[src/hw/rtl/sdd_pkg.sv]
// ---------------------------------------------------------------------------
// sdd_pkg: shared constants and types for the signed decimal display block
// Widths, display-driver codes and the word that travels down the cell row.
// ---------------------------------------------------------------------------
package sdd_pkg;

  // number of decimal digit positions shown (1..7)
  localparam int unsigned NUM_DIGITS = 7;

  localparam int unsigned VAL_W  = 32;
  localparam int unsigned DIG_W  = 4;
  localparam int unsigned REG_W  = 4;
  localparam int unsigned CODE_W = 8;
  localparam int unsigned CNT_W  = $clog2(NUM_DIGITS + 1);

  // driver register addresses and code-B values
  localparam logic [REG_W-1:0]  SIGN_REG   = REG_W'(8);
  localparam logic [REG_W-1:0]  DP_REG     = REG_W'(3);
  localparam logic [CODE_W-1:0] CODE_DASH  = CODE_W'(10);
  localparam logic [CODE_W-1:0] CODE_BLANK = CODE_W'(15);
  localparam logic [CODE_W-1:0] DP_BIT     = CODE_W'(8'h80);

  // divide by ten: q = (x * 0xCCCCCCCD) >> 35, exact for any 32-bit x
  localparam logic [VAL_W-1:0] RECIP_10    = 32'hCCCC_CCCD;
  localparam int unsigned      RECIP_SHIFT = 35;
  localparam int unsigned      QUOT_W      = 2 * VAL_W - RECIP_SHIFT;

  typedef logic [NUM_DIGITS-1:0][DIG_W-1:0] digits_t;

  // word passed from cell to cell
  typedef struct packed {
    logic             neg;
    logic [VAL_W-1:0] mag;
    digits_t          digits;
  } stage_t;

endpackage

[src/hw/rtl/sdd_if.sv]


interface sdd_out_if;
  logic                        valid;
  logic                        ready;
  logic [sdd_pkg::REG_W-1:0]   digit_register;
  logic [sdd_pkg::CODE_W-1:0]  digit_code;
  logic                        last;

  modport source (output valid, output digit_register, output digit_code, output last,
                  input ready);
  modport sink   (input valid, input digit_register, input digit_code, input last,
                  output ready);
endinterface

[src/hw/rtl/sdd_ser.sv]
// ---------------------------------------------------------------------------
// sdd_ser: frame serialiser
// Holds one converted number and sends its sign frame and digit frames,
// one word per cycle while the output channel is ready, to the output channel.
// ---------------------------------------------------------------------------
module sdd_ser (
  input  logic              clk,
  input  logic              rst_n,
  input  logic              up_valid,
  output logic              up_ready,
  input  sdd_pkg::stage_t   up_data,
  sdd_out_if.source         out_chan
);

  logic                         valid_r;
  logic                         valid_nxt;
  logic [sdd_pkg::CNT_W-1:0]    cnt_r;
  logic [sdd_pkg::CNT_W-1:0]    cnt_nxt;
  logic                         neg_r;
  logic                         neg_nxt;
  sdd_pkg::digits_t             digits_r;
  sdd_pkg::digits_t             digits_nxt;
  logic                         is_last;
  logic                         fire;
  logic [sdd_pkg::REG_W-1:0]    frame_reg;
  logic [sdd_pkg::CODE_W-1:0]   frame_code;

  assign is_last  = (cnt_r == sdd_pkg::CNT_W'(sdd_pkg::NUM_DIGITS));
  assign fire     = valid_r && out_chan.ready;
  assign up_ready = !valid_r || (out_chan.ready && is_last);

  // frame contents from counter and digit shift register
  always_comb begin
    if (cnt_r == '0) begin
      frame_reg  = sdd_pkg::SIGN_REG;
      frame_code = neg_r ? sdd_pkg::CODE_DASH : sdd_pkg::CODE_BLANK;
    end else begin
      frame_reg  = sdd_pkg::REG_W'(cnt_r);
      frame_code = sdd_pkg::CODE_W'(digits_r[0]);
      if (frame_reg == sdd_pkg::DP_REG) begin
        frame_code = frame_code | sdd_pkg::DP_BIT;
      end
    end
  end

  // next state: load a new number, step to the next frame, end after the last frame, or hold
  always_comb begin
    valid_nxt  = valid_r;
    cnt_nxt    = cnt_r;
    neg_nxt    = neg_r;
    digits_nxt = digits_r;
    if (up_valid && up_ready) begin
      valid_nxt  = 1'b1;
      cnt_nxt    = '0;
      neg_nxt    = up_data.neg;
      digits_nxt = up_data.digits;
    end else if (fire) begin
      if (is_last) begin
        valid_nxt = 1'b0;
      end else begin
        cnt_nxt = cnt_r + 1'b1;
        if (cnt_r != '0) begin
          digits_nxt = digits_r >> sdd_pkg::DIG_W;
        end
      end
    end
  end

  always_ff @(posedge clk) begin
    if (!rst_n) begin
      valid_r <= 1'b0;
      cnt_r   <= '0;
    end else begin
      valid_r <= valid_nxt;
      cnt_r   <= cnt_nxt;
    end
  end

  always_ff @(posedge clk) begin
    neg_r    <= neg_nxt;
    digits_r <= digits_nxt;
  end

  assign out_chan.valid          = valid_r;
  assign out_chan.digit_register = frame_reg;
  assign out_chan.digit_code     = frame_code;
  assign out_chan.last           = is_last;

  // checks
  a_last_on_top_digit: assert property (@(posedge clk) disable iff (!rst_n)
    (valid_r && is_last) |-> (frame_reg == sdd_pkg::REG_W'(sdd_pkg::NUM_DIGITS)))
    else $error("last frame not on the top digit register");

  a_sign_after_last: assert property (@(posedge clk) disable iff (!rst_n)
    (fire && is_last) |=> (!valid_r || frame_reg == sdd_pkg::SIGN_REG))
    else $error("number does not start with its sign frame");

  a_dp_position: assert property (@(posedge clk) disable iff (!rst_n)
    (valid_r && frame_code[sdd_pkg::CODE_W-1]) |-> (frame_reg == sdd_pkg::DP_REG))
    else $error("decimal point on the wrong register");

  a_digit_range: assert property (@(posedge clk) disable iff (!rst_n)
    (valid_r && cnt_r != '0) |-> (frame_code[sdd_pkg::DIG_W-1:0] <= sdd_pkg::DIG_W'(9)))
    else $error("digit frame carries a non-decimal code");

endmodule

[src/flat_wrapper.sv]
// flat-port wrapper written by rule: the top's interface ports become plain ports
module sdd_ser_flat 
  (clk, rst_n, up_valid, up_ready, up_data, out_chan_valid, out_chan_digit_register, out_chan_digit_code, out_chan_last, out_chan_ready);
  sdd_out_if out_chan_i ();
  input  logic clk;
  input  logic rst_n;
  input  logic up_valid;
  output logic up_ready;
  input  sdd_pkg::stage_t up_data;
  output wire logic [$bits(out_chan_i.valid)-1:0] out_chan_valid;
  output wire logic [$bits(out_chan_i.digit_register)-1:0] out_chan_digit_register;
  output wire logic [$bits(out_chan_i.digit_code)-1:0] out_chan_digit_code;
  output wire logic [$bits(out_chan_i.last)-1:0] out_chan_last;
  input wire logic [$bits(out_chan_i.ready)-1:0] out_chan_ready;
  assign out_chan_valid = out_chan_i.valid;
  assign out_chan_digit_register = out_chan_i.digit_register;
  assign out_chan_digit_code = out_chan_i.digit_code;
  assign out_chan_last = out_chan_i.last;
  assign out_chan_i.ready = out_chan_ready;
  sdd_ser u_core (.clk(clk), .rst_n(rst_n), .up_valid(up_valid), .up_ready(up_ready), .up_data(up_data), .out_chan(out_chan_i));
endmodule
[config.mk]
export PLATFORM = sky130hd
export DESIGN_NAME = sdd_ser_flat
export DESIGN_NICKNAME = d
export VERILOG_FILES = /design/src/hw/rtl/sdd_pkg.sv /design/src/hw/rtl/sdd_if.sv /design/src/hw/rtl/sdd_ser.sv /design/src/flat_wrapper.sv
export SDC_FILE = /design/constraint.sdc
export NUM_CORES = 1
export LEC_CHECK = 0
export BUFFER_PORTS_ARGS = -buffer_cell sky130_fd_sc_hd__clkbuf_2
export CORE_ASPECT_RATIO = 0.9
export CORE_UTILIZATION = 45
export CTS_BUF_LIST = sky130_fd_sc_hd__clkbuf_4 sky130_fd_sc_hd__clkbuf_8 sky130_fd_sc_hd__clkbuf_16
export CTS_CLUSTER_SIZE = 24
export DETAILED_ROUTE_END_ITERATION = 16
export GPL_TIMING_DRIVEN = 0
export PLACE_DENSITY_LB_ADDON = 0.05
export SLEW_MARGIN = 20
export SYNTH_ARGS = -nofsm -noshare
export SYNTH_HDL_FRONTEND = slang
export SYNTH_SLANG_ARGS = --single-unit
[constraint.sdc]
create_clock -name clk -period 6.1 [get_ports clk]
set_input_delay 1.22 -clock clk [delete_from_list [all_inputs] [get_ports clk]]
set_output_delay 1.22 -clock clk [all_outputs]
set_load 0.005 [all_outputs]
== After elaboration in Yosys (flattened, before gate mapping) ==
Cells that the tools add are included.
Storage, ports and cells
  register bits after elaboration: 33
Operators by class
  $add $sub $neg: 1
  eq/ne operators: 3
  mux-type cells: 11
  bitwise logic cells: 2
  reduce and logical (&&, ||, !) cells: 14
Operators with widths (number)
  2-to-1 mux 28 bit: 4
  2-to-1 mux 8 bit: 2
  nonzero test 2 bit: 3
  2-to-1 mux 4 bit: 1
  AND reduction 2 bit: 2
  adder 3 x 1 -> 3 bit (second input constant): 1
  equality test 3 x 2 -> 1 bit (second input constant): 1
  equality test 3 bit (second input constant): 1
  logical AND 1 bit: 3
  logical NOT 3 bit: 1
  2-to-1 mux 1 bit: 3
  2-to-1 mux 3 bit: 1
  AND reduction 3 bit: 1
  nonzero test 3 bit: 1
  inequality test 2 bit (second input constant): 1
  inverter 1 bit: 2
  OR reduction 2 bit: 1
  logical NOT 1 bit: 1
  logical OR 1 bit: 1

== Longest topological paths before layout ==
Gate-level depths: netlist of run 1.
  word-level depth: 6
  gate-level depth with buffers: 7

== Least setup slack after synthesis of run 1 ==
No wires, ideal clock.
  path kind: input-to-reg
  start point: input port up_valid
  end point: register u_core.digits_r[0] (netlist name), enable pin
  setup time: 424 ps
  arrival: 2730 ps
  slack: 2947 ps
  stages: 2
  path buffers: 0
  cell sequence: a22oi_1 > o22ai_1
Between the ends
  word-level cells in the longest chain between the ends: 3
Ends and longest elaborated chain
  from (decl): line flat_wrapper.sv:7  | input logic up_valid;
  logical AND 1 bit (*): line sdd_ser.sv:52  | if (up_valid && up_ready) begin
  inequality test 2 bit (no source line) / nonzero test 2 bit (equally long branches)
  AND reduction 3 bit (no source line) (*)
  to (signal assigned): line sdd_ser.sv:81  | digits_r <= digits_nxt;
  to (decl): line sdd_ser.sv:21  | sdd_pkg::digits_t digits_r;
Every way passes the cells marked *; elsewhere a longest branch is shown, timed or not.
A chain may end at the register's enable or synchronous reset.

== Worst setup path after layout of run 1 ==
  start point: input port out_chan_ready
  end point: output port up_ready
Between the ends
  word-level cells in the longest chain between the ends: 2
Ends and longest elaborated chain
  from (decl): line flat_wrapper.sv:14  | input wire logic [$bits(out_chan_i.ready)-1:0] out_chan_ready;
  logical AND 1 bit: line sdd_ser.sv:30  | assign up_ready = !valid_r || (out_chan.ready && is_last);
  logical OR 1 bit: line sdd_ser.sv:30
  to (decl): line flat_wrapper.sv:8  | output logic up_ready;
Every way passes these cells.

==> impl_results.md, run 1 <==
- Outcome: completed
- Drt pass-1 iters: 3
- Cells after Synth: 104
- Area Overhead vs Synth: 24.58%
- Hold path start: u_core.digits_r[20]
- Global-route wire length before repair: 4.029 mm
- WP data arrival: 1.71 ns
- Fmax: between 300 and 400 MHz
- Final core utilization: 0.5993
- Final GP Congestion: ~0.74
- Met2 GRT Util: 0.2507
- Most frequent cells in the layout: clkbuf_2 (44), edfxtp_1 (29), mux2_4 (17)
- Startpoint types: primary input
- DRC: 0
- Cell area after synthesis: roughly 1600 um^2
- Post-synth top area cell: edfxtp_1
- DR vias/cell: 4.695
- Clock latency at the later pin of the worst-skew pair: between 0.2 and 0.3 ns
- Final Hold Viols: 0
- Finished Layout Cells: roughly 200
- Top cells by area, synth: edfxtp_1 (53%), mux2_4 (15%), dfxtp_1 (4.9%), mux2_2 (4.8%), ha_1 (3.0%)
- Reg2Reg Depth: 7
- Iteration-0 DRC Markers: 39
- Setup Viol. Count Final: 0
- IO Count: 80
- Nets: 227
- Die H: a little under 60 um
- Synth Warn #: 0
- Share of cells above drive strength 1: 0.5786
- Reg2reg end: u_core.digits_r[20]
- Vias post-DR: roughly 950
- Reg2reg start: u_core.cnt_r[0]
- Yosys cell types: 30
- Placed insts: 195
- Yosys top cell area share: 0.5281
- Tot Pwr: roughly 500 uW
- Die area: 3911 um^2
- Resized Gates After CTS: 0
- Post-CTS setup buffers: 0
- Std cell rows: 20
- Worst min path class: flop to flop
- Fin Clk Skew: 0.003173 ns
- M3 GR Usage: 0.04615
- Worst hold stages: 1
- Max Cap Violations: 0
- TritonCTS clock tree: built
- Seq/Total Area, Yosys: 0.5766
- Initial antenna violation count: 0
- Crit path max fanout: 7
- Synthesized flop and latch total: 33
- Clock transition at path regs: about 0.060 ns
- Max Root-Sink Buffers: 2
- Core footprint: around 3400 um^2
- Setup crit end kind: output pin
- Fin. max-slew vios: 0
- Total track usage: 0.1460
- IO Port Bufs: 44
- Hold buffers post-CTS: 0
- Met1 Usage GRT: 0.1554
- Initial Util: 0.4810
- Routed len/inst: around 12 um
- Worst slack at placement: 3.169 ns
- Busiest layer in global routing: met2
- Largest net degree at the start of global routing: 24
- CTS buffer count: 5
- Most common cell after layout, fill and taps aside: clkbuf_2
- Die Wd: about 66 um
- Unrepaired setup endpoints after global routing: no
- Vias in the first global route: a little over 900
- Final TNS setup: 0 ns
- Antenna cells: 0
- VDD IR-drop max: 125.1 uV
- Flop-to-flop setup slack: roughly 4.1 ns
- CP required: 4.88 ns
- Crit share post-route: 0.4797
- PwrDens: between 200 and 250 nW/um^2
- Dpl hpwl: 1.862 mm
- Final min period: 2.926 ns
- Critical path class: primary input to output pin
- Clock Tree Root: clkbuf_8
- Mean post-synth cell area: about 16 um^2
- Pleak: about 0.92 nW
- Setup WS post-layout: 3.174 ns
- GR Overflow Total: 0
- H-tree depth: 2
- Final ANT Viol Nets: 0
- CTS Sinks: 33
- Detailed Route WL: between 2 and 2.5 mm
- Hold EP: u_core.digits_r[16]
-- final cells by class --
type / instances / area [um^2]
Sequential cell: 33 / 950.9
Inverter: 7 / 26.28
Clock inverter: 3 / 12.51
Timing Repair Buffer: 45 / 247.7
Tap cell: 44 / 55.05
Clock buffer: 5 / 68.82
Multi-Input combinational cell: 58 / 618.1
Buffer: 8 / 75.07
Fill cell: 288 / 1374
-- how the worst max path moves through the flow --
stage / startpoint / end / slack, ns
floorplan: up_valid / u_core.digits_r[0] / 2.95
global placement: up_valid / u_core.digits_r[7] / 2.11
detailed placement: out_chan_ready / up_ready / 3.17
CTS: out_chan_ready / up_ready / 3.17
global route: u_core.cnt_r[0] / out_chan_digit_register[0] / 3.09
finish: out_chan_ready / up_ready / 3.17
-- metal layers --
layer	routed length (um)	up-vias
li1	-	477
met1	1084	436
met2	1214	34
met3	133	6
met4	59	0
met5	0	-
-- worst max-delay path, cell delays in order --
cell and delay, ns:
clkbuf_2 0.11, a21bo_4 0.26, clkbuf_2 0.12
-- synth_stat cells, drive strengths merged --
cell and count:
buf 6, mux2i 1, nor2 2, and3 5, conb 1, nand2b 3
and2 1, dfxtp 4, xnor2 1, edfxtp 29, and3b 1, clkbuf 2
a21boi 1, a22oi 1, nor3b 1, and2b 1, mux2 24, inv 7
o2111a 1, a21bo 1, ha 4, nand2 4, o21ai 2, o22ai 1
-- state kept, by name (all words and copies together) (netlist names) --
signal / flops
u_core.cnt_r: 3
u_core.digits_r: 28
u_core.neg_r: 1
u_core.out_chan.valid: 1
-- metrics by stage --
stage	cell area [um^2]	hold WS, ns
finish	2054	0.5453
global route	2054	0.5651
CTS	2054	0.5492
detailed placement	1973	0.5331
global placement	1932	0.5281
floorplan	1657	0.5231
-- power by group --
part / leakage [nW] / total [mW] / internal (mW) / switching, mW
Combinational: 0.566 / 0.0763 / 0.0461 / 0.0302
Sequential: 0.311 / 0.272 / 0.267 / 0.00505
Clock: 0.0430 / 0.151 / 0.0766 / 0.0747
Total: 0.920 / 0.500 / 0.390 / 0.110
-- logic make-up (layout without fill, tap and decap cells) --
kind of cell | count (synthesis) | count (layout) | share of synthesized area
AO/OA/AOI/OAI | 7 | 7 | 0.03567
multiplexers | 25 | 25 | 0.2086
AND/OR/NAND/NOR | 18 | 18 | 0.07967
buffers and inverters | 15 | 68 | 0.06145
flip-flops | 33 | 33 | 0.5766
adder cells (fa/ha/maj) | 4 | 4 | 0.03035
XOR/XNOR | 1 | 1 | 0.005312
other | 1 | 3 | 0.002274
No activity file was read; power rests on OpenSTA's default activity.
==> run 2: changes to the inputs <==
==> constraint.sdc (replaced) <==
create_clock -name clk -period 2.8 [get_ports clk]
set_input_delay 0.56 -clock clk [delete_from_list [all_inputs] [get_ports clk]]
set_output_delay 0.56 -clock clk [all_outputs]
set_load 0.005 [all_outputs]
==> impl_results.md, run 2 (synthesis gave the netlist of run 1 again) <==
- Layout fillers: 253 (-12%)
- Slew @ Worst Pin: 0.9217 ns
- Final TNS setup: 0 ns (unchanged)
- Worst min path class: primary input to flop
- Most frequent cells in the layout: clkbuf_2 (44), edfxtp_1 (29), mux2_4 (17)
- Critical path class: flop to flop
- Std cell rows: 20 (unchanged)
- Routed len/inst: 12.27 um (about the same)
- WP data arrival: 2.20 ns (+0.49 ns)
- Clock Tree Root: clkbuf_8
- Crit path max fanout: 28 (+21)
- Critical path startpoint: u_core.cnt_r[0]
- Global-route wire length before repair: 3.732 mm (-7.4%)
- Max reg flops: 28 (unchanged)
- Final Hold Viols: 0 (unchanged)
- Final core utilization: 0.5996 (about the same)
- CTS Sinks: 33 (unchanged)
- Outcome: completed
- Setup crit end kind: flop
- GR Overflow Total: 0 (unchanged)
- Initial antenna violation count: 0 (unchanged)
- Rel. slew slack: 0.3855
- Unrepaired setup endpoints after global routing: no
- Max Root-Sink Buffers: 2 (unchanged)
- IO Port Bufs: 44 (unchanged)
- Final min period: ~2.3 ns
- Setup Viol. Count Final: 0 (unchanged)
- Total track usage: 0.1380 (-0.007995)
- Die H: 59.43 um (unchanged)
- Resized Gates After CTS: 0 (unchanged)
- CP required: 2.70 ns (-2.18 ns)
- Clock transition at path regs: 0.07 ns (about the same)
- Hold path start: up_data[60]
- Die area: 3911 um^2 (unchanged)
- TritonCTS clock tree: built
- DR vias/cell: 4.678 (-0.35%)
- Drt pass-1 iters: 3 (unchanged)
- Setup WS post-layout: 0.5014 ns (-2.672 ns)
- Final ANT Viol Nets: 0 (unchanged)
- Fin Clk Skew: 0.006527 ns (+0.003354 ns)
- Hold buffers post-CTS: 0 (unchanged)
- Tot Pwr: 1.186 mW (+140%)
- Post-CTS setup buffers: 0 (unchanged)
- Most common cell after layout, fill and taps aside: clkbuf_2
- Largest net degree at the start of global routing: 29 (+21%)
- Share of cells above drive strength 1: 0.5823 (+0.003662)
- Placed Area: 1946 um^2 (-1.4%)
- CTS buffer count: 5 (unchanged)
- Max Cap Violations: 0 (unchanged)
- Clock latency at the later pin of the worst-skew pair: 0.28 ns (about the same)
- Register with the most flip-flops: u_core.digits_r
- Crit share post-route: 0.8209
- Final GP Congestion: 0.6922 (-6.9%)
- Largest regs: u_core.digits_r (28), u_core.cnt_r (3)
- VDD IR-drop max: 348.1 uV (+180%)
- Area Overhead vs Synth: 24.66% (about the same)
- Core footprint: 3428 um^2 (unchanged)
- Fmax: 435.1 MHz
- Initial Util: 0.4810 (unchanged)
- Reg2reg start: u_core.cnt_r[0]
- Startpoint types: flop
- Pleak: 0.9209 nW (+0.11%)
- Iteration-0 DRC Markers: 50 (+28%)
- IO Count: 80 (unchanged)
- Die Wd: 65.81 um (unchanged)
- Vias post-DR: 945 (-0.84%)
- Worst slack at placement: 0.4579 ns (-2.711 ns)
- Detailed Route WL: 2.478 mm (-0.56%)
- Fin. max-slew vios: 0 (unchanged)
- PwrDens: 577.0 nW/um^2 (+140%)
- Nets: 226 (-0.44%)
- Dpl hpwl: 1.799 mm (-3.4%)
- Vias in the first global route: 867 (-6.0%)
- H-tree depth: 2 (unchanged)
- Antenna cells: 0 (unchanged)
- DRC: 0 (unchanged)
- Post-route cell area: 2056 um^2 (about the same)
run 2: changes by cell type in the layout (fill, tap and decap cells not counted):
cell and delta:
clkbuf_4 +1, bufinv_16 +1, clkinv_2 -1, clkinv_1 -1, buf_16 -1
run 2: area by class of cell:
type	count	area, um^2	area share
Timing Repair Buffer	44	220.2	0.1071
Clock inverter	2	33.78	0.01643
Multi-Input combinational cell	58	618.1	0.3007
Tap cell	44	55.05	0.02678
Inverter	7	26.28	0.01278
Buffer	8	75.07	0.03652
Clock buffer	6	76.32	0.03713
Sequential cell	33	950.9	0.4626
run 2: worst paths after layout:
kind,to,depth (start not counted),slack [ns]
max,u_core.digits_r[20],6,0.50
min,u_core.neg_r,1,0.45
max reg2reg,u_core.digits_r[20],6,0.50
min reg2reg,u_core.digits_r[16],1,0.54
run 2: where the power goes:
part / internal [mW] / switching (mW) / total, mW
registers: 0.583 / 0.0106 / 0.593
clock network: 0.272 / 0.162 / 0.434
logic: 0.0943 / 0.0642 / 0.158
run 2: critical path, cell delays in order (launching register included):
cell and delay, ns:
dfxtp_1 0.34, inv_1 0.08, ha_1 0.20, nand2b_1 0.06
clkbuf_1 0.32, a22oi_1 0.18, o22ai_4 0.73
run 2: per-stage QoR:
stage	cells	hold slack, ns
3_5_place_dp	194	0.5337
6_report	202	0.4513
2_1_floorplan	106	0.5231
5_1_grt	202	0.4393
4_1_cts	202	0.4394
3_3_place_gp	194	0.5278
run 2: metal layers:
metal,track usage,wire [um]
met1,0.1451,1068
met2,0.2289,1227
met3,0.07115,173
met4,0.06522,9
met5,0,0
